`config.mk`:
```
export PLATFORM = sky130hd
export DESIGN_NAME = http_request_line_parser
export DESIGN_NICKNAME = d
export VERILOG_FILES = /design/src/rtl/core/hrlp_pkg.sv /design/src/rtl/core/hrlp_parser.sv /design/src/rtl/core/hrlp_out_queue.sv /design/src/rtl/core/http_request_line_parser.sv
export SDC_FILE = /design/constraint.sdc
export NUM_CORES = 1
export LEC_CHECK = 0
export ABC_AREA = 1
export BUFFER_PORTS_ARGS = -buffer_cell sky130_fd_sc_hd__buf_2
export CAP_MARGIN = 10
export CORE_MARGIN = 2
export CORE_UTILIZATION = 40
export DETAILED_ROUTE_END_ITERATION = 8
export PLACE_DENSITY = 0.62
export SYNTH_ARGS = -nofsm -noshare
export SYNTH_HDL_FRONTEND = slang
export SYNTH_SLANG_ARGS = --single-unit
export TNS_END_PERCENT = 5
```
`constraint.sdc`:
```
create_clock -name aclk -period 5 [get_ports aclk]
set_clock_uncertainty 0.05 [all_clocks]
set_input_delay 0.25 -clock aclk [delete_from_list [all_inputs] [get_ports aclk]]
set_output_delay 0.25 -clock aclk [all_outputs]
set_load 0.01 [all_outputs]
```
`src/rtl/core/hrlp_pkg.sv`:
```
// shared types, constants and character helpers for the http request line parser
// no dependencies
package hrlp_pkg;

    localparam int DEF_MAX_METHOD = 15;
    localparam int DEF_MAX_PATH   = 512;

    localparam int METHOD_LIMIT_W = 4;
    localparam int PATH_LIMIT_W   = 10;
    localparam int CFG_DATA_W     = 10;
    localparam int CFG_INDEX_W    = 2;
    localparam int VER_COUNT_W    = 4;

    localparam logic [CFG_INDEX_W-1:0] CFG_METHOD_LIMIT = 2'd0;
    localparam logic [CFG_INDEX_W-1:0] CFG_PATH_LIMIT   = 2'd1;

    localparam logic [7:0] CH_SPACE = 8'h20;
    localparam logic [7:0] CH_TAB   = 8'h09;
    localparam logic [7:0] CH_CR    = 8'h0d;
    localparam logic [7:0] CH_LF    = 8'h0a;
    localparam logic [7:0] CH_ZERO  = 8'h30;
    localparam logic [7:0] CH_ONE   = 8'h31;

    localparam logic [VER_COUNT_W-1:0] VER_PREFIX_LEN = 4'd7;
    localparam logic [VER_COUNT_W-1:0] VER_FULL_LEN   = 4'd8;
    localparam logic [VER_COUNT_W-1:0] VER_SAT        = 4'd9;

    // output queue: four entries, words enter up to two at a time
    localparam int OQ_DEPTH = 4;
    localparam int OQ_PTR_W = 2;
    localparam int OQ_CNT_W = 3;

    typedef enum logic [1:0] {
        KIND_METHOD  = 2'd0,
        KIND_PATH    = 2'd1,
        KIND_VERDICT = 2'd2
    } item_kind_t;

    typedef enum logic [6:0] {
        PH_METHOD  = 7'b0000001,
        PH_GAP1    = 7'b0000010,
        PH_PATH    = 7'b0000100,
        PH_GAP2    = 7'b0001000,
        PH_VERSION = 7'b0010000,
        PH_CR      = 7'b0100000,
        PH_DONE    = 7'b1000000
    } phase_t;

    typedef struct packed {
        item_kind_t  kind;
        logic [7:0]  data;
        logic        ok;
        logic        minor;
    } item_t;

    // results of one input word, compacted: first is used when count >= 1
    typedef struct packed {
        logic [1:0] count;
        item_t      first;
        item_t      second;
    } push_t;

    // "HTTP/1." one character per position
    function automatic logic [7:0] ver_prefix(input logic [2:0] idx);
        logic [7:0] ch;
        case (idx)
            3'd0: ch = 8'h48;
            3'd1: ch = 8'h54;
            3'd2: ch = 8'h54;
            3'd3: ch = 8'h50;
            3'd4: ch = 8'h2f;
            3'd5: ch = 8'h31;
            3'd6: ch = 8'h2e;
            default: ch = 8'h00;
        endcase
        return ch;
    endfunction

endpackage

```
`src/rtl/core/hrlp_parser.sv`:
```
// per-byte request line state machine with its counters and limit registers
// depends on hrlp_pkg
module hrlp_parser #(
    parameter int MAX_METHOD = hrlp_pkg::DEF_MAX_METHOD,
    parameter int MAX_PATH   = hrlp_pkg::DEF_MAX_PATH
) (
    input  logic                               aclk,
    input  logic                               aresetn,
    input  logic                               cfg_we,
    input  logic [hrlp_pkg::CFG_INDEX_W-1:0]   cfg_index,
    input  logic [hrlp_pkg::CFG_DATA_W-1:0]    cfg_wdata,
    input  logic                               in_accept,
    input  logic [7:0]                         in_byte,
    input  logic                               in_last,
    output hrlp_pkg::push_t                    push
);

    localparam logic [hrlp_pkg::METHOD_LIMIT_W-1:0] MAX_METHOD_V =
        hrlp_pkg::METHOD_LIMIT_W'(MAX_METHOD);
    localparam logic [hrlp_pkg::PATH_LIMIT_W-1:0] MAX_PATH_V =
        hrlp_pkg::PATH_LIMIT_W'(MAX_PATH);

    logic [hrlp_pkg::METHOD_LIMIT_W-1:0] method_limit_reg;
    logic [hrlp_pkg::PATH_LIMIT_W-1:0]   path_limit_reg;
    hrlp_pkg::phase_t                    phase_reg, phase_next, phase_mid;
    logic [hrlp_pkg::METHOD_LIMIT_W-1:0] method_count_reg, method_count_next;
    logic [hrlp_pkg::PATH_LIMIT_W-1:0]   path_count_reg, path_count_next;
    logic [hrlp_pkg::VER_COUNT_W-1:0]    ver_count_reg, ver_count_next;
    logic [1:0]                          ver_match_reg, ver_match_next;

    logic [hrlp_pkg::METHOD_LIMIT_W-1:0] method_lim;
    logic [hrlp_pkg::PATH_LIMIT_W-1:0]   path_lim;
    logic                                line_end;
    logic                                e0_valid, e1_valid;
    hrlp_pkg::item_t                     e0, e1;

    always_ff @(posedge aclk) begin
        if (!aresetn) begin
            method_limit_reg <= MAX_METHOD_V;
            path_limit_reg   <= MAX_PATH_V;
        end else if (cfg_we) begin
            if (cfg_index == hrlp_pkg::CFG_METHOD_LIMIT) begin
                method_limit_reg <= cfg_wdata[hrlp_pkg::METHOD_LIMIT_W-1:0];
            end
            if (cfg_index == hrlp_pkg::CFG_PATH_LIMIT) begin
                path_limit_reg <= cfg_wdata[hrlp_pkg::PATH_LIMIT_W-1:0];
            end
        end
    end

    always_ff @(posedge aclk) begin
        if (!aresetn) begin
            phase_reg        <= hrlp_pkg::PH_METHOD;
            method_count_reg <= '0;
            path_count_reg   <= '0;
            ver_count_reg    <= '0;
            ver_match_reg    <= 2'b11;
        end else if (in_accept) begin
            phase_reg        <= phase_next;
            method_count_reg <= method_count_next;
            path_count_reg   <= path_count_next;
            ver_count_reg    <= ver_count_next;
            ver_match_reg    <= ver_match_next;
        end
    end

    assign method_lim = (method_limit_reg < MAX_METHOD_V) ? method_limit_reg : MAX_METHOD_V;
    assign path_lim   = (path_limit_reg < MAX_PATH_V) ? path_limit_reg : MAX_PATH_V;
    assign line_end   = (in_byte == hrlp_pkg::CH_CR) || (in_byte == hrlp_pkg::CH_LF);

    always_comb begin
        phase_mid         = phase_reg;
        method_count_next = method_count_reg;
        path_count_next   = path_count_reg;
        ver_count_next    = ver_count_reg;
        ver_match_next    = ver_match_reg;
        e0_valid          = 1'b0;
        e0                = '{kind: hrlp_pkg::KIND_VERDICT, data: 8'h00, ok: 1'b0, minor: 1'b0};

        case (phase_reg)
            hrlp_pkg::PH_METHOD: begin
                if (in_byte == hrlp_pkg::CH_SPACE) begin
                    if (method_count_reg == '0) begin
                        e0_valid  = 1'b1;
                        phase_mid = hrlp_pkg::PH_DONE;
                    end else begin
                        phase_mid = hrlp_pkg::PH_GAP1;
                    end
                end else if (line_end || method_count_reg >= method_lim) begin
                    e0_valid  = 1'b1;
                    phase_mid = hrlp_pkg::PH_DONE;
                end else begin
                    method_count_next = method_count_reg + 1'b1;
                    e0_valid = 1'b1;
                    e0.kind  = hrlp_pkg::KIND_METHOD;
                    e0.data  = in_byte;
                end
            end
            hrlp_pkg::PH_GAP1, hrlp_pkg::PH_PATH: begin
                if (in_byte == hrlp_pkg::CH_SPACE) begin
                    if (phase_reg == hrlp_pkg::PH_PATH) begin
                        phase_mid = hrlp_pkg::PH_GAP2;
                    end
                end else if (line_end || path_count_reg >= path_lim) begin
                    e0_valid  = 1'b1;
                    phase_mid = hrlp_pkg::PH_DONE;
                end else begin
                    phase_mid       = hrlp_pkg::PH_PATH;
                    path_count_next = path_count_reg + 1'b1;
                    e0_valid = 1'b1;
                    e0.kind  = hrlp_pkg::KIND_PATH;
                    e0.data  = in_byte;
                end
            end
            hrlp_pkg::PH_GAP2, hrlp_pkg::PH_VERSION: begin
                if (!(phase_reg == hrlp_pkg::PH_GAP2 && in_byte == hrlp_pkg::CH_SPACE)) begin
                    phase_mid = hrlp_pkg::PH_VERSION;
                    if (line_end) begin
                        if (ver_count_reg == hrlp_pkg::VER_FULL_LEN && ver_match_reg != 2'b00) begin
                            if (in_byte == hrlp_pkg::CH_LF) begin
                                e0_valid  = 1'b1;
                                e0.ok     = 1'b1;
                                e0.minor  = ver_match_reg[1];
                                phase_mid = hrlp_pkg::PH_DONE;
                            end else begin
                                phase_mid = hrlp_pkg::PH_CR;
                            end
                        end else begin
                            e0_valid  = 1'b1;
                            phase_mid = hrlp_pkg::PH_DONE;
                        end
                    end else if (in_byte == hrlp_pkg::CH_SPACE || in_byte == hrlp_pkg::CH_TAB) begin
                        e0_valid  = 1'b1;
                        phase_mid = hrlp_pkg::PH_DONE;
                    end else begin
                        if (ver_count_reg < hrlp_pkg::VER_PREFIX_LEN) begin
                            if (in_byte != hrlp_pkg::ver_prefix(ver_count_reg[2:0])) begin
                                ver_match_next = 2'b00;
                            end
                        end else if (ver_count_reg == hrlp_pkg::VER_PREFIX_LEN) begin
                            // bit 0 tracks 1.0, bit 1 tracks 1.1
                            ver_match_next[0] = ver_match_reg[0] && (in_byte == hrlp_pkg::CH_ZERO);
                            ver_match_next[1] = ver_match_reg[1] && (in_byte == hrlp_pkg::CH_ONE);
                        end else begin
                            ver_match_next = 2'b00;
                        end
                        if (ver_count_reg < hrlp_pkg::VER_SAT) begin
                            ver_count_next = ver_count_reg + 1'b1;
                        end
                    end
                end
            end
            hrlp_pkg::PH_CR: begin
                e0_valid  = 1'b1;
                phase_mid = hrlp_pkg::PH_DONE;
                if (in_byte == hrlp_pkg::CH_LF) begin
                    e0.ok    = 1'b1;
                    e0.minor = ver_match_reg[1];
                end
            end
            default: begin
            end
        endcase

        // end of buffer: reject if still open, then back to the start
        e1_valid   = in_last && (phase_mid != hrlp_pkg::PH_DONE);
        e1         = '{kind: hrlp_pkg::KIND_VERDICT, data: 8'h00, ok: 1'b0, minor: 1'b0};
        phase_next = phase_mid;
        if (in_last) begin
            phase_next        = hrlp_pkg::PH_METHOD;
            method_count_next = '0;
            path_count_next   = '0;
            ver_count_next    = '0;
            ver_match_next    = 2'b11;
        end
    end

    always_comb begin
        push.count  = 2'({1'b0, in_accept & e0_valid} + {1'b0, in_accept & e1_valid});
        push.first  = e0_valid ? e0 : e1;
        push.second = e1;
    end

endmodule

```
`src/rtl/core/hrlp_out_queue.sv`:
```
// four-entry result queue, takes up to two words per cycle, gives one
// depends on hrlp_pkg
module hrlp_out_queue (
    input  logic             aclk,
    input  logic             aresetn,
    input  hrlp_pkg::push_t  push,
    output logic             has_room,
    output logic             out_valid,
    input  logic             out_ready,
    output hrlp_pkg::item_t  out_item
);

    hrlp_pkg::item_t                 entry_reg [hrlp_pkg::OQ_DEPTH];
    logic [hrlp_pkg::OQ_PTR_W-1:0]   wr_ptr_reg, wr_ptr_next;
    logic [hrlp_pkg::OQ_PTR_W-1:0]   rd_ptr_reg, rd_ptr_next;
    logic [hrlp_pkg::OQ_CNT_W-1:0]   count_reg, count_next;
    logic                            pop;
    logic [hrlp_pkg::OQ_PTR_W-1:0]   wr_ptr_p1;

    assign out_valid = (count_reg != '0);
    assign out_item  = entry_reg[rd_ptr_reg];
    // room for the worst case of two words
    assign has_room  = (count_reg <= hrlp_pkg::OQ_CNT_W'(hrlp_pkg::OQ_DEPTH - 2));
    assign pop       = out_valid && out_ready;
    assign wr_ptr_p1 = wr_ptr_reg + 1'b1;

    always_comb begin
        wr_ptr_next = wr_ptr_reg + hrlp_pkg::OQ_PTR_W'(push.count);
        rd_ptr_next = rd_ptr_reg + hrlp_pkg::OQ_PTR_W'(pop);
        count_next  = count_reg + hrlp_pkg::OQ_CNT_W'(push.count)
                      - hrlp_pkg::OQ_CNT_W'(pop);
    end

    always_ff @(posedge aclk) begin
        if (!aresetn) begin
            wr_ptr_reg <= '0;
            rd_ptr_reg <= '0;
            count_reg  <= '0;
        end else begin
            wr_ptr_reg <= wr_ptr_next;
            rd_ptr_reg <= rd_ptr_next;
            count_reg  <= count_next;
        end
    end

    always_ff @(posedge aclk) begin
        if (push.count != 2'd0) begin
            entry_reg[wr_ptr_reg] <= push.first;
        end
        if (push.count == 2'd2) begin
            entry_reg[wr_ptr_p1] <= push.second;
        end
    end

endmodule

```
`src/rtl/core/http_request_line_parser.sv`:
```
// top level of the http request line parser
// depends on hrlp_pkg, hrlp_parser and hrlp_out_queue
//
// Usage: raw request bytes enter on the s_ channel, one word per byte, with
// s_tlast marking the last byte of a request buffer. Method and path bytes
// come out on the m_ channel as they arrive (m_tuser = method or path), then
// one verdict word (m_tuser = verdict) with line_ok and minor_version.
// After the verdict, bytes are dropped until s_tlast, which restarts the
// parser; a buffer that ends before a verdict gets a rejecting verdict.
// The user must write limits on the cfg_ port only while the block is idle;
// the block does not enforce it. Index 0 is method_limit, index 1
// path_limit; other indexes are ignored. Throughput: one byte per cycle
// while s_tready is high; the per-byte step is combinational logic between
// the parser state registers and a four-entry output queue.
// A byte can yield two words only when it ends the buffer.
// Reset (aresetn low, synchronous) empties the queue, restores the limits to
// MAX_METHOD and MAX_PATH and returns the parser to the method phase.
// When m_tready stays low the queue fills and s_tready drops once fewer
// than two entries are free; nothing is lost.
module http_request_line_parser #(
    parameter int MAX_METHOD = hrlp_pkg::DEF_MAX_METHOD,
    parameter int MAX_PATH   = hrlp_pkg::DEF_MAX_PATH
) (
    input  logic                              aclk,
    input  logic                              aresetn,
    input  logic                              s_tvalid,
    output logic                              s_tready,
    input  logic [7:0]                        s_tdata,   // [7:0] data_byte
    input  logic                              s_tlast,   // end_of_buffer
    output logic                              m_tvalid,
    input  logic                              m_tready,
    output logic [15:0]                       m_tdata,   // [7:0] out_byte, [8] line_ok,
                                                         // [9] minor_version, rest zero
    output logic [1:0]                        m_tuser,   // [1:0] item_kind
    input  logic                              cfg_we,
    input  logic [hrlp_pkg::CFG_INDEX_W-1:0]  cfg_index,
    input  logic [hrlp_pkg::CFG_DATA_W-1:0]   cfg_wdata
);

    logic            in_accept;
    hrlp_pkg::push_t push;
    hrlp_pkg::item_t out_item;

    assign in_accept = s_tvalid && s_tready;

    hrlp_parser #(
        .MAX_METHOD(MAX_METHOD),
        .MAX_PATH  (MAX_PATH)
    ) u_parser (
        .aclk      (aclk),
        .aresetn   (aresetn),
        .cfg_we    (cfg_we),
        .cfg_index (cfg_index),
        .cfg_wdata (cfg_wdata),
        .in_accept (in_accept),
        .in_byte   (s_tdata),
        .in_last   (s_tlast),
        .push      (push)
    );

    hrlp_out_queue u_out_queue (
        .aclk      (aclk),
        .aresetn   (aresetn),
        .push      (push),
        .has_room  (s_tready),
        .out_valid (m_tvalid),
        .out_ready (m_tready),
        .out_item  (out_item)
    );

    assign m_tuser = out_item.kind;
    assign m_tdata = {6'b000000, out_item.minor, out_item.ok, out_item.data};

endmodule

```
; ---- After elaboration in Yosys (flattened, before gate mapping)
; Memory sizes are Yosys's and may differ from the RTL's. A register that Yosys moved wholly into a read port is not among the register bits.
; Index checks and enable logic that the tools add are counted.
[totals]
n_memories = 1
input_bits = 26
output_inout_bits = 20
word_cells = 158
ramBits = 48
latch_bits = 0
regBits = 48
mem_bits_ro = 0
[classes]
mul = 0
bitwise_logic = 2
n_eq_ne = 31
n_shift = 0
add_sub_neg = 9
reduce_logical = 30
n_lt_le_gt_ge = 7
div = 0
muxes = 68
[mem_list]
columns = memory, depth, width, rd, rd_ports_with_merged_regs, write_ports, line_no
row1 = u_out_queue.entry_reg, 4, 12, 1, 1, 2, hrlp_out_queue.sv:13  ; hrlp_pkg::item_t entry_reg [hrlp_pkg::OQ_DEPTH];
[op_table]
columns = operator, n
row1 = $mux W10, 9
row2 = $mux W7, 12
row3 = $mux W4, 11
row4 = $pmux W7 S6, 1
row5 = $mux W8, 5
row6 = $pmux W7 S4, 1
row7 = $mux W2, 13
row8 = $eq A8 B4 Y1 const B, 3
row9 = $eq A8 B6 Y1 const B, 3
row10 = $pmux W10 S2, 1
row11 = $mux W1, 12
row12 = $mux W12, 1
row13 = $ne A2 B2 Y1 const B, 6
row14 = $reduce_and A6 Y1, 2
row15 = $reduce_bool A2 Y1, 6
row16 = $add A10 B1 Y10 const B, 1
row17 = $ge A10 B10 Y1, 1
row18 = $lt A10 B10 Y1 const B, 1
row19 = $eq A3 B3 Y1 const B, 3
row20 = $add A4 B1 Y4 const B, 2
row21 = $lt A4 B4 Y1 const B, 2
row22 = $ne A8 B8 Y1, 1
row23 = $reduce_and A4 Y1, 2
row24 = $eq A7 B1 Y1 const B, 1
row25 = other kinds (33), 47

; ---- Longest topological paths before layout
; Gate-level depths: netlist (run 1).
[depth]
word_depth = 16
depth_mapped = 27
ltp_nobuf = 27

; ---- Hierarchy
; A second synthesis (run 1) with hierarchy kept.
[hier_totals]
cells_unflattened = 807
hier_area_um2 = 6137.1
[by_module_without_submodules]
columns = mod, cells_per_inst, area_each_um2, n_inst
row1 = hrlp_parser, 508, 3205.6, 1
row2 = hrlp_out_queue, 290, 2875.3, 1
row3 = http_request_line_parser, 9, 56.3, 1

; ---- Worst setup path after synthesis (run 1)
; No wires, ideal clock.
[synth_timing]
path_kind = flip-flop to flip-flop
from = register u_parser.path_limit_reg[9] (netlist name)
to = register u_out_queue.count_reg[2] (netlist name)
required_time_ns = 4.822
synth_period_minus_slack_ns = 3.324
slack_ns = 1.676
path_stages_with_launch = 26
arrival_ns = 3.146
path_cell_list = dfxtp_1 -> clkinv_1 -> nand2_1 -> ha_1 -> nand2_1 -> inv_1 -> a21oi_1 -> nand2_1 -> nand2_1 -> nand2_1 -> nand2_1 -> nand3_4 -> nand2_1 -> inv_1 -> nand3_1 -> o21ai_1 -> ha_1 -> inv_1 -> ha_1 -> inv_1 -> ha_1 -> inv_1 -> fa_1 -> xor2_1 -> inv_1 -> nor2_1
[synth_between]
elab_chain_cells = 13
[synth_lines]
columns = item, line_no
row1 = start: declaration, hrlp_parser.sv:24  ; logic [hrlp_pkg::PATH_LIMIT_W-1:0] path_limit_reg;
row2 = start signal: assignment, hrlp_parser.sv:46  ; path_limit_reg <= cfg_wdata[hrlp_pkg::PATH_LIMIT_W-1:0];
row3 = $lt A10 B10 Y1, hrlp_parser.sv:68  ; assign path_lim = (path_limit_reg < MAX_PATH_V) ? path_limit_reg : MAX_PATH_V;
row4 = $mux W10 *, hrlp_parser.sv:68
row5 = $ge A10 B10 Y1 *, hrlp_parser.sv:104  ; end else if (line_end || path_count_reg >= path_lim) begin
row6 = $logic_or A1 B1 Y1 *, hrlp_parser.sv:104
row7 = $mux W7 *, hrlp_parser.sv:104
row8 = $mux W7 *, hrlp_parser.sv:100  ; if (in_byte == hrlp_pkg::CH_SPACE) begin
row9 = $pmux W7 S4 *, hrlp_parser.sv:80  ; case (phase_reg)
row10 = $ne A7 B7 Y1 *, hrlp_parser.sv:166  ; e1_valid = in_last && (phase_mid != hrlp_pkg::PH_DONE);
row11 = $logic_and A1 B1 Y1 *, hrlp_parser.sv:166
row12 = $and A1 B1 Y1 *, hrlp_parser.sv:179  ; push.count = 2'({1'b0, in_accept & e0_valid} + {1'b0, in_accept & e1_valid});
row13 = $add A1 B1 Y2 *, hrlp_parser.sv:179
row14 = $add A3 B2 Y3 *, hrlp_out_queue.sv:30  ; count_next = count_reg + hrlp_pkg::OQ_CNT_W'(push.count)
row15 = $sub A3 B1 Y3 *, hrlp_out_queue.sv:31  ; - hrlp_pkg::OQ_CNT_W'(pop);
row16 = end signal: assignment, hrlp_out_queue.sv:42  ; count_reg <= count_next;
row17 = end: declaration, hrlp_out_queue.sv:16  ; logic [hrlp_pkg::OQ_CNT_W-1:0] count_reg, count_next;
; Every way passes the cells marked *; elsewhere a longest branch is shown, timed or not.
; A chain may end at the register's enable or synchronous reset.

; ---- Worst setup path after layout (run 1)
; Same ends and word-level chain as after synthesis.

==> results of run 1 <==
[through the flow]
stage / power, mW / utilization (%) / hold slack [ps] / instances / setup WS, ps
2_1_floorplan: 1.65 / - / 330 / 824 / 1680
3_3_place_gp: 1.89 / 44.0 / 402 / 1017 / 1420
3_5_place_dp: 1.90 / 44.0 / 402 / 1017 / 1370
4_1_cts: 2.62 / 46.3 / 53.7 / 1033 / 1360
5_1_grt: 2.80 / 46.3 / 67.2 / 1033 / 963
6_report: 2.60 / 46.3 / 68.5 / 1033 / 1390
[synthesized netlist by cell type, drive strengths merged]
| cell type | n | area, µm² |
|---|---|---|
| dfxtp | 96 | 1920 |
| nor2 | 110 | 472 |
| conb | 1 | 3.75 |
| xor2 | 7 | 61.3 |
| nor4 | 1 | 6.26 |
| and2 | 2 | 12.5 |
| a21oi | 75 | 375 |
| nand4 | 9 | 56.3 |
| and3 | 1 | 11.3 |
| fa | 1 | 20.0 |
| nand3 | 47 | 253 |
| nor3b | 1 | 7.51 |
| o211ai | 6 | 45.0 |
| o22ai | 13 | 81.3 |
| clkinv | 2 | 7.51 |
| o21ai | 98 | 498 |
| or2 | 1 | 6.26 |
| nand2 | 177 | 689 |
| o21bai | 1 | 7.51 |
| a21boi | 1 | 7.51 |
| nor3 | 13 | 70.1 |
| o2111ai | 1 | 8.76 |
| clkbuf | 17 | 63.8 |
| inv | 94 | 353 |
| ha | 29 | 363 |
| xnor2 | 5 | 43.8 |
| buf | 10 | 65.1 |
[power groups by stage]
stage	Combinational [mW]	Clock [mW]	Sequential [mW]
after detailed placement	0.800	0	1.10
final	0.798	0.709	1.09
after global placement	0.790	0	1.10
after global routing	0.921	0.759	1.12
after CTS	0.803	0.728	1.09
after floorplan	0.601	0	1.05
[worst register-to-register path: stages (launching register included)]
cell	delay, ps
dfxtp_1	330
clkinv_1	230
nand2_1	130
ha_1	240
nand2_1	90
inv_1	40
a21oi_1	130
nand2_1	70
nand2_1	50
nand2_1	40
nand2_1	110
nand3_4	180
nand2_1	130
inv_1	50
nand3_1	90
o21ai_1	70
ha_1	310
inv_1	40
ha_1	260
inv_1	50
ha_1	120
inv_1	50
fa_1	370
xor2_1	170
inv_1	50
nor2_1	30
[cell type report]
cell class              count  area (µm²)  area share (%)
inverters                  96         360            5.83
clock inverters             7        83.8            1.36
multi-input cells         605        3130            50.7
flip-flops and latches     96        1920            31.1
repair buffers             44         233            3.77
well taps                 176         220            3.56
clock buffers               9         225            3.65
[cells by family after synthesis]
family	synth area share [%]
compound gates	18.6
other cells	0.0681
flops	34.9
simple gates	28.7
xor+xnor	1.91
buf+inv	8.88
fa+ha+maj	6.95
[worst max-delay path by stage]
stage | to | slack (ps) | depth (start not counted)
floorplan | u_out_queue.count_reg[2] | 1680 | 25
global placement | u_out_queue.count_reg[2] | 1420 | 25
detailed placement | u_out_queue.count_reg[2] | 1370 | 25
CTS | u_out_queue.count_reg[2] | 1360 | 25
global route | u_out_queue.entry_reg[0][2] | 960 | 22
finish | u_out_queue.count_reg[2] | 1390 | 25
[routing by layer]
metal | vias to the layer above | wire length (µm) | GRT usage (%)
li1 | 2744 | - | -
met1 | 2330 | 6640 | 24.9
met2 | 109 | 6270 | 32.4
met3 | 12 | 539 | 4.75
met4 | 0 | 198 | 5.46
met5 | - | 0 | 0
==> metrics.csv, run 1 <==
stage;metric;value;unit
power;sw frac;35.9;%
sta;max-slew violations;0;
power;Flop pwr share;42.0;%
worst_setup_path;most frequent CP cell;nand2_1;
power;net switching power;0.933;mW
global_routing;GRT Util Overall;19.4;%
sta;final setup fails;0;
place;placed cell areas;0.00587;mm²
detailed_routing;WL per Instance;13.2;µm
sta;final period utilization;72.2;%
detailed_routing;Final ANT Viol Nets;0;
floorplanning;I/O pins;46;
worst_setup_path;R2R cell count;25;
sta;Final min period;3610;ps
global_routing;first-pass GRT wire length;22900;µm
layout;Layout area overhead;12.1;%
clock_tree;# resized after CTS;0;
sta;final hold vios;0;
sta;RSZ-0062 raised after global routing;false;
synth;Synth Register Bits;96;
place;PortBufs;39;
synth;Syn Area/Cell;6.73;µm²
synth;Mapped Cells;819;
sta;setup tns final;0;ps
clock_tree;Hold Buf Count CTS;0;
clock_tree;clock root buffer;clkbuf_16;
floorplanning;DIE HEIGHT;121;µm
global_routing;largest net degree at the start of global routing;27;
detailed_routing;DRC viols;0;
worst_setup_path;startpoint types;flip-flop;
layout;max reg flops;48;
layout;antenna cells;0;
worst_setup_path;critical setup path kind;reg2reg;
power;VDD IR max;0.164;mV
synth;post-synthesis sequential area ratio;34.9;%
power;clock power share;27.3;%
detailed_routing;DR vias;5195;
clock_tree;Post-CTS Setup Bufs;0;
sta;slew margin rel.;38.2;%
clock_tree;CTS buffer count;9;
detailed_routing;DRT iter0 DRCs;471;
global_routing;vias in the first global route;4779;
hold_path;min-delay src;cfg_wdata[9];
outcome;status;complete, no violations;
synth;Syn. warnings;0;
worst_setup_path;r2r endpoint;u_out_queue.count_reg[2];
detailed_routing;First-pass DRT Iterations;5;
worst_setup_path;worst-path maximum fanout;10;
hold_path;Worst Hold Path Cells;3;
clock_tree;Skew-Pair Late Insertion Delay;350;ps
sta;Max Freq;0.277;GHz
power;pwr/cell area;421;mW/mm²
power;leakage;2.86;nW
worst_setup_path;Setup crit start;u_parser.path_limit_reg[9];
clock_tree;CTS tree;yes;
worst_setup_path;R2R setup slack;1390;ps
layout;fill count;1423;
floorplanning;Core Region;0.0133;mm²
clock_tree;CTS sink cnt;96;
clock_tree;H-tree depth;3;
layout;commonest non-fill, non-tap cell in the layout;nand2_1;
worst_setup_path;WP data required;5160;ps
run;Max Cap Viol;0;
worst_setup_path;Crit-path slowest cell;fa_1;
layout;leading cell types in the layout, fill and taps excluded;171 x nand2_1, 105 x nor2_1, 96 x dfxtp_1;
layout;post-route cell area;0.00618;mm²
detailed_routing;vias per cell;5.03;
floorplanning;row count;42;
floorplanning;Initial Util;41.3;%
synth;Post-Syn Area;0.00551;mm²
worst_setup_path;CP arrival;3770;ps
worst_setup_path;CP bufs+invs;7;
power;internal power;1.66;mW
worst_setup_path;critical path's top delay family;adder cells;
layout;ratio of cells with drive above 1 in the final layout;9.68;%
place;post-detail-place hpwl;9820;µm
worst_setup_path;slowest cell delay on critical path;370;ps
clock_tree;clk buf depth;2;
hold_path;Hold Path End;u_parser.path_limit_reg[9];
clock_tree;Reg clk slew, reported paths;70;ps
layout;final net count;908;
worst_setup_path;crit end category;flip-flop;
global_routing;initial antenna violation count;0;
place;gp weighted congestion;0.878;
synth;Yosys cell types;40;
floorplanning;chip width;121;µm
global_routing;total grt overflow;0;
detailed_routing;Detailed Route WL;13600;µm
power;Comb pwr share;30.7;%
hold_path;Worst Hold Class;in2reg;
sta;Worst-Margin Slew;926;ps
worst_setup_path;r2r startpoint;u_parser.path_limit_reg[9];
floorplanning;Die Area;0.0147;mm²
No activity file was read; power rests on OpenSTA's default activity.
==> inputs of run 2 (changes only) <==
--- a/config.mk
+++ b/config.mk
@@ -11,7 +11,7 @@
 export CORE_MARGIN = 2
 export CORE_UTILIZATION = 40
 export DETAILED_ROUTE_END_ITERATION = 8
-export PLACE_DENSITY = 0.62
+export PLACE_DENSITY = 0.64
 export SYNTH_ARGS = -nofsm -noshare
 export SYNTH_HDL_FRONTEND = slang
 export SYNTH_SLANG_ARGS = --single-unit
==> constraint.sdc (replaced) <==
create_clock -name aclk -period 2.9 [get_ports aclk]
set_clock_uncertainty 0.05 [all_clocks]
set_input_delay 0.145 -clock aclk [delete_from_list [all_inputs] [get_ports aclk]]
set_output_delay 0.145 -clock aclk [all_outputs]
set_load 0.01 [all_outputs]
==> metrics.csv, run 2 (synthesis results as in run 1) <==
stage;metric;value;unit;change
power;VDD IR max;0.336;mV;was 0.164 mV
floorplanning;Die Area;0.0147;mm²;unchanged
detailed_routing;WL per Instance;12.8;µm;was 13.2 µm
global_routing;largest net degree at the start of global routing;26;;was 27
clock_tree;clock root buffer;clkbuf_16;;unchanged
worst_setup_path;WP data required;3060;ps;was 5160 ps
sta;final setup fails;2;;was 0
worst_setup_path;critical setup path kind;reg2reg;;unchanged
clock_tree;clk buf depth;2;;unchanged
floorplanning;row count;42;;unchanged
clock_tree;CTS tree;yes;;unchanged
outcome;failing checks;setup timing;;
global_routing;vias in the first global route;5184;;was 4779
place;gp weighted congestion;0.937;;was 0.878
place;PortBufs;39;;unchanged
hold_path;Worst Hold Class;in2reg;;unchanged
hold_path;min-delay src;cfg_index[0];;was cfg_wdata[9]
layout;ratio of cells with drive above 1 in the final layout;25.9;%;was 9.68%
floorplanning;Core Region;0.0133;mm²;unchanged
sta;Final min period;3150;ps;was 3610 ps
worst_setup_path;Crit-path slowest cell;dfxtp_4;;was fa_1
layout;antenna cells;0;;unchanged
sta;Max Freq;0.317;GHz;was 0.277 GHz
clock_tree;H-tree depth;3;;unchanged
sta;Final Hold Slack;143;ps;was 68.5 ps
worst_setup_path;r2r endpoint;u_out_queue.count_reg[2];;unchanged
worst_setup_path;slowest cell delay on critical path;360;ps;was 370 ps
worst_setup_path;r2r startpoint;u_parser.path_limit_reg[9];;unchanged
sta;max-slew violations;0;;unchanged
detailed_routing;DRC viols;0;;unchanged
floorplanning;chip width;121;µm;unchanged
sta;final period utilization;109;%;was 72.2%
power;pwr/cell area;640;mW/mm²;was 421 mW/mm²
worst_setup_path;CP arrival;3310;ps;was 3770 ps
place;Post-Place Cells;1116;;was 1017
place;post-detail-place hpwl;10500;µm;was 9820 µm
clock_tree;CTS sink cnt;96;;unchanged
worst_setup_path;crit end category;flip-flop;;unchanged
sta;Worst-Margin Slew;820;ps;was 926 ps
global_routing;total grt overflow;0;;unchanged
sta;RSZ-0062 raised after global routing;true;;was false
layout;leading cell types in the layout, fill and taps excluded;158 x nand2_1, 103 x buf_4, 94 x nor2_1;;was 171 x nand2_1, 105 x nor2_1, 96 x dfxtp_1
hold_path;Worst Hold Path Cells;4;;was 3
power;leakage;3.46;nW;was 2.86 nW
run;Max Cap Viol;0;;unchanged
clock_tree;Reg clk slew, reported paths;70;ps;about the same
detailed_routing;Final ANT Viol Nets;0;;unchanged
sta;slew margin rel.;45.2;%;was 38.2%
floorplanning;Initial Util;41.3;%;unchanged
detailed_routing;Detailed Route WL;14700;µm;was 13600 µm
layout;post-route cell area;0.00730;mm²;was 0.00618 mm²
worst_setup_path;most frequent CP cell;nand2_1;;unchanged
clock_tree;CTS buffer count;9;;unchanged
detailed_routing;DR vias;5655;;was 5195
clock_tree;Skew-Pair Late Insertion Delay;350;ps;about the same
layout;Util after Layout;54.7;%;was 46.3%
global_routing;initial antenna violation count;0;;unchanged
worst_setup_path;worst-path maximum fanout;7;;was 10
layout;final net count;1020;;was 908
global_routing;first-pass GRT wire length;24200;µm;was 22900 µm
layout;Layout area overhead;32.4;%;was 12.1%
outcome;status;finished, violations left;;was complete, no violations
worst_setup_path;startpoint types;flip-flop;;unchanged
layout;commonest non-fill, non-tap cell in the layout;nand2_1;;unchanged
worst_setup_path;R2R cell count;25;;unchanged
worst_setup_path;CP bufs+invs;5;;was 7
worst_setup_path;R2R setup slack;-250;ps;was 1390 ps
sta;final hold vios;0;;unchanged
global_routing;GRT Util Overall;20.3;%;was 19.4%
floorplanning;DIE HEIGHT;121;µm;unchanged
detailed_routing;DRT iter0 DRCs;484;;was 471
sta;Setup WS post-layout;-255;ps;was 1390 ps
sta;setup tns final;-496;ps;was 0 ps
layout;max reg flops;48;;unchanged
hold_path;Hold Path End;u_parser.method_limit_reg[2];;was u_parser.path_limit_reg[9]
layout;Non-Filler Instances;1145;;was 1033
detailed_routing;vias per cell;4.94;;was 5.03
worst_setup_path;critical path's top delay family;adder cells;;unchanged
place;placed cell areas;0.00666;mm²;was 0.00587 mm²
detailed_routing;First-pass DRT Iterations;5;;unchanged
floorplanning;I/O pins;46;;unchanged
[run 2: worst register-to-register path, delay by kind of cell, from the launching register on]
kind                     cells  cell delay, ps
AO/OA/AOI/OAI                1             130
AND/OR/NAND/NOR             13             840
adder cells (fa/ha/maj)      5            1200
flip-flops                   1             360
XOR/XNOR                     1             140
buffers and inverters        5             280
[run 2: worst max-delay path by stage]
| stage | endpoint | slack [ps] | startpoint | cells past startpoint |
|---|---|---|---|---|
| global route | u_out_queue.count_reg[2] | -460 | u_parser.path_limit_reg[9] | 25 |
| CTS | u_out_queue.count_reg[1] | -290 | u_parser.path_limit_reg[9] | 23 |
| finish | u_out_queue.count_reg[2] | -250 | u_parser.path_limit_reg[9] | 25 |
| detailed placement | u_out_queue.count_reg[2] | -310 | u_parser.path_limit_reg[9] | 25 |
| floorplan | u_out_queue.count_reg[2] | -240 | u_parser.path_limit_reg[9] | 25 |
| global placement | u_out_queue.count_reg[2] | -300 | u_parser.phase_reg[1] | 23 |
[run 2: what timing repair did]
action / in CTS / in global routing
pin swaps: 10 / 28
hold buffers: 10 / 0
buffers inserted: 0 / 3
endpoints found under the hold margin: 13 / 0
gates resized for setup: 10 / 66
setup endpoints to repair: 21 / 52
[run 2: per-layer routing]
layer	share of wire, %	global-route usage (%)	up-vias
li1	-	-	2980
met1	47	27.0	2551
met2	48	33.6	104
met3	3.9	4.09	20
met4	1.7	5.32	0
met5	0	0	-
[run 2: through the flow]
stage	total power, mW	setup WS (ps)
floorplan	2.85	-236
global placement	3.37	-302
detailed placement	3.40	-308
CTS	4.61	-286
global route	5.02	-459
finish	4.67	-255
[run 2: layout make-up]
cell class	instances	area (µm²)
clock inverter	6	51.3
timing repair buffer	156	1130
clock buffer	10	239
sequential	96	1940
inverter	96	370
tap	176	220
multi-input combinational	605	3350
fill	1311	6050
[run 2: power breakdown]
group	switching, mW	internal, mW	leakage (nW)	total [mW]
logic	0.954	0.691	2.52	1.65
registers	0.179	1.66	0.792	1.84
clock network	0.567	0.620	0.145	1.19
total	1.70	2.97	3.46	4.67
